File: src/hw/rtl/r2y420_ram.sv
// Generic single-port-write, single-port-read RAM with registered read data.
`timescale 1ns / 1ps

module r2y420_ram #(
  parameter int WIDTH = 8,
  parameter int DEPTH = 16
) (
  input  logic                     clk,
  input  logic                     wen,
  input  logic [$clog2(DEPTH)-1:0] waddr,
  input  logic [WIDTH-1:0]         wdata,
  input  logic                     ren,
  input  logic [$clog2(DEPTH)-1:0] raddr,
  output logic [WIDTH-1:0]         rdata
);

  logic [WIDTH-1:0] mem [DEPTH];

  always_ff @(posedge clk) begin
    if (wen) begin
      mem[waddr] <= wdata;
    end
    if (ren) begin
      rdata <= mem[raddr];
    end
  end

endmodule

File: config.mk
export PLATFORM = sky130hd
export DESIGN_NAME = r2y420_ram
export DESIGN_NICKNAME = d
export VERILOG_FILES = /design/src/hw/rtl/r2y420_ram.sv
export SDC_FILE = /design/constraint.sdc
export NUM_CORES = 1
export LEC_CHECK = 0
export BUFFER_PORTS_ARGS = -buffer_cell sky130_fd_sc_hd__buf_2
export CAP_MARGIN = 10
export CORE_ASPECT_RATIO = 1.2
export CORE_UTILIZATION = 54
export CTS_CLUSTER_DIAMETER = 40
export DETAILED_ROUTE_END_ITERATION = 8
export PLACE_DENSITY = 0.73
export SLEW_MARGIN = 20
export SYNTH_ARGS = -nofsm -noshare
export SYNTH_HDL_FRONTEND = slang
export SYNTH_SLANG_ARGS = --single-unit
export TNS_END_PERCENT = 1
File: constraint.sdc
create_clock -name clk -period 1.8 [get_ports clk]
set_clock_uncertainty 0.2 [all_clocks]
set_input_delay 0.09 -clock clk [delete_from_list [all_inputs] [get_ports clk]]
set_output_delay 0.09 -clock clk [all_outputs]
set_load 0.03 [all_outputs]
Word-level counts from Yosys, hierarchy flattened
Memories as Yosys holds them, arrays and structs flattened. A register that Yosys moved wholly into a read port is not among the register bits.
Cells that the tools add are included.
{ "totals": {"out_inout_bits": 8, "inputBits": 19, "reg_bits": 0, "mem_bits_rw": 128, "n_memories": 1} }
{ "classes": {"mux": 2} }
{ "mem_list": {"columns": ["name", "depth", "word_bits", "rd", "rd_ports_with_merged_regs", "write_ports", "line_no", "text"], "rows": [
  ["mem", 16, 8, 1, 1, 1, "17", "logic [WIDTH-1:0] mem [DEPTH];"]
]} }
{ "op_table": {"columns": ["operator", "count"], "rows": [
  ["$mux W1", 2]
]} }

Longest topological paths before layout
{ "logic_depth": {"word_depth": 2, "ltp_mapped": 5, "depth_no_buf": 3} }

Worst setup path before layout
OpenSTA, ideal clock, no wires.
{ "synth_timing": {"path_type": "in2reg", "from": "input port waddr[2]", "to": "memory mem[0][0], enable pin", "setup_slack_ns": 0.017, "cell_stages": 2, "arrival_ns": 1.200, "setup_time_ns": 0.383, "path_buffers": 0, "required_time_ns": 1.217, "cell_sequence": "or3b_2 > nor3_1"} }
{ "synth_rtl": {"columns": ["element", "line_no", "text"], "rows": [
  ["from (decl)", "10", "input logic [$clog2(DEPTH)-1:0] waddr,"],
  ["to (decl)", "17", null]
]} }
Straight into the memory's write port.

==> impl_metrics.py <==
metrics = {
    "outcome": {
        "run_status": "finished clean",
    },
    "synthesis": {
        "netlist.area_leader.share_pct": 78.1,
        "synth_area_leaders": "edfxtp_1, mux4_2, mux4_1",
        "ys_types": 18,
        "synth-seq-cells": 136,
        "yosys.area.top_type": "edfxtp_1",
        "ys_warn_count": 0,
        "seq_area_frac_synth_pct": 78.1,
        "syn-num-nets": 248,
        "netlist_instances": 229,
        "syn_avg_cell_area_um2": 22.8,
        "syn_area_um2": 5230,
    },
    "worst_hold_path": {
        "min-delay-start": "waddr[2]",
        "hp-class": "input port to register",
    },
    "drt": {
        "drtIter0Drc": 241,
        "via_per_inst": 5.93,
        "vias": 2554,
        "drtAntennaViolNets": 0,
        "drc_errors": 0,
        "wl_per_cell_um": 24.0,
        "firstDrtPassIters": 4,
        "drt-total-wl_mm": 10.4,
    },
    "critical_path": {
        "crit_required_ns": 1.86,
        "r2r_start": "mem[2][7]",
        "slowest_stage": "mux4_2",
        "r2r_cells": 3,
        "crit_type": "register to register",
        "slowest_delay_ns": 0.48,
        "end_kind": "register",
        "crit_buf_inv": 0,
        "cp.depth": 3,
        "worstSetupEndpoint": "rdata[7]",
        "path_cells": "mux4_2 > a22oi_1 > nand2_1",
        "arrival_ns": 1.82,
        "path_max_fanout": 1,
        "crit_family": "multiplexers",
        "reg2reg_slack_ns": 0.04,
        "worstSetupStartpointType": "register",
        "r2r-end": "rdata[7]",
        "startpoint": "mem[2][7]",
    },
    "sta": {
        "timing.fmax_ghz": 0.570,
        "relSlewSlack_pct": 73.9,
        "finalHoldViolations": 0,
        "drv_slew": 0,
        "worst_pin_slew_ns": 0.391,
        "rsz0062_at_grt": "no",
        "setup_viol": 0,
        "final.setup.worst_slack_ns": 0.0449,
        "finalCritPeriodShare_pct": 97.5,
        "period_minus_slack_ns": 1.76,
    },
    "pwr": {
        "seqPwrFrac_pct": 52.0,
        "fin_total_pwr_mw": 6.91,
        "powerDensity_nw_per_um2": 1100,
        "clkPwrFrac_pct": 42.5,
        "switching_power_mw": 1.38,
        "comb_power_share_pct": 5.5,
        "p_int_mw": 5.52,
        "sw_frac_of_total_pct": 20.0,
        "irDropWorstVdd_mv": 0.665,
        "leakagePower_nw": 2.14,
    },
    "place": {
        "pre_cts_slack_ns": -0.104,
        "globalplace.congestion": 0.758,
        "io_buffers": 26,
        "post_dp_cell_area_um2": 5630,
        "dp_hpwl_mm": 6.13,
    },
    "clock_tree": {
        "clkSlewWorstSetupHoldPaths_ns": 0.06,
        "clock_latency_ns": 0.52,
        "cts-buffers-inserted": 17,
        "max-clock-path-buffers": 2,
        "cts_tree": "yes",
        "cts.sinks": 136,
        "root_buffer": "clkbuf_8",
        "ctsResizeCount": 0,
        "h-tree-depth": 4,
    },
    "global_routing": {
        "antenna_found_initial": 0,
        "overflow": 0,
        "grt_max_degree": 22,
        "grt_pass1_vias": 2707,
        "grt_util_all_layers_pct": 23.0,
        "grt_pass1_wl_mm": 15.5,
    },
    "layout": {
        "final_core_util_pct": 67.8,
        "fill_cells": 607,
        "n_antenna_cell": 0,
        "final_area_um2": 6250,
        "drive_above_1_share_pct": 28.3,
        "syn_to_final_growth_pct": 19.6,
        "fin_nets": 319,
    },
    "run": {
        "cap_violations": 0,
    },
    "floorplan": {
        "dieHeight_um": 110,
        "core_um2": 9220,
        "start_util_pct": 56.7,
        "row_count": 38,
        "io_pins": 27,
        "die_w_um": 91.8,
        "die_area_um2": 10100,
    },
}
## power by group through the flow
stage / Sequential [mW] / Clock, mW / Combinational [mW]
after detailed placement: 3.65 / 0 / 0.365
after global placement: 3.65 / 0 / 0.355
after global routing: 3.60 / 3.11 / 0.411
after CTS: 3.59 / 2.97 / 0.388
final: 3.59 / 2.93 / 0.383
after floorplan: 3.68 / 0 / 0.180
## cell usage after synthesis (all sizes together)
master,n
nor2,13
edfxtp,136
mux4,32
nand2b,2
nor3,4
and2,1
buf,7
nand2,9
a22oi,16
or3b,1
nor2b,1
clkdlybuf4s25,3
nand3b,2
nand3,1
and2b,1
## tightest hold or removal path, cell delays in order
cell and delay (ns):
buf_2 0.11, nand3b_1 0.13, nor2_1 0.06, buf_4 0.18
## worst min-delay path by stage
stage | endpoint | cells after the start
final | mem[7][5] | 4
after global routing | mem[15][5] | 4
after CTS | mem[15][7] | 4
after detailed placement | rdata[5] | 1
after global placement | mem[4][5] | 1
after floorplan | mem[0][0] | 0
## sequential cells by signal (all words and copies together), names as in the netlist
register,flops
mem,128
rdata,8
## cells in the final DEF, fill, tap and decap left out
cell type | netlist | layout
nand2b_1 | 2 | 2
buf_4 | 1 | 20
nand3_1 | 1 | 1
mux4_1 | 14 | 14
buf_12 | 0 | 3
nor3_1 | 4 | 4
clkinv_1 | 0 | 4
nor2b_1 | 1 | 1
clkinv_2 | 0 | 2
edfxtp_1 | 136 | 136
clkbuf_8 | 0 | 1
buf_2 | 3 | 26
clkbuf_16 | 0 | 16
nand3b_1 | 2 | 2
nand2_1 | 9 | 9
a22oi_1 | 16 | 16
nor2_1 | 13 | 13
mux4_2 | 18 | 18
clkbuf_1 | 0 | 6
and2b_1 | 1 | 1
and2_1 | 1 | 1
dlygate4sd3_1 | 0 | 13
bufinv_16 | 0 | 1
or3b_2 | 1 | 1
## logic make-up after synthesis
kind of cell           synth area share, %
buffers and inverters                 1.65
AO/OA/AOI/OAI                         2.30
multiplexers                          14.8
flip-flops                            78.1
AND/OR/NAND/NOR                       3.14
## routing by layer
layer  global-route usage, %  routed length, um  vias up
met2                    38.7               5470       93
met3                    7.40                622       19
met1                    27.7               4070     1321
met5                       0                  0        -
met4                    9.71                200        0
li1                        -                  -     1121
## through the flow
stage | TNS (ns) | hold slack [ns] | std cells
global route | 0 | 0.0393 | 431
detailed placement | -0.348 | 0.270 | 388
finish | 0 | 0.0379 | 431
floorplan | 0 | -0.0111 | 229
global placement | -0.224 | 0.275 | 388
CTS | 0 | 0.0165 | 431
## final cells by class
class | instances | area [um2] | share of cell area [%]
repair buffers | 62 | 470 | 7.52
well taps | 120 | 150 | 2.40
clock inverters | 7 | 55.1 | 0.880
multi-input cells | 83 | 1060 | 16.9
flip-flops and latches | 136 | 4080 | 65.3
clock buffers | 23 | 437 | 6.98
## repair_timing
item                                   4_1_cts  5_1_grt
buffers inserted                             0        0
hold buffers                                13        0
endpoints found under the hold margin      191        0
Note: power is estimated with default switching activity, not from simulation.
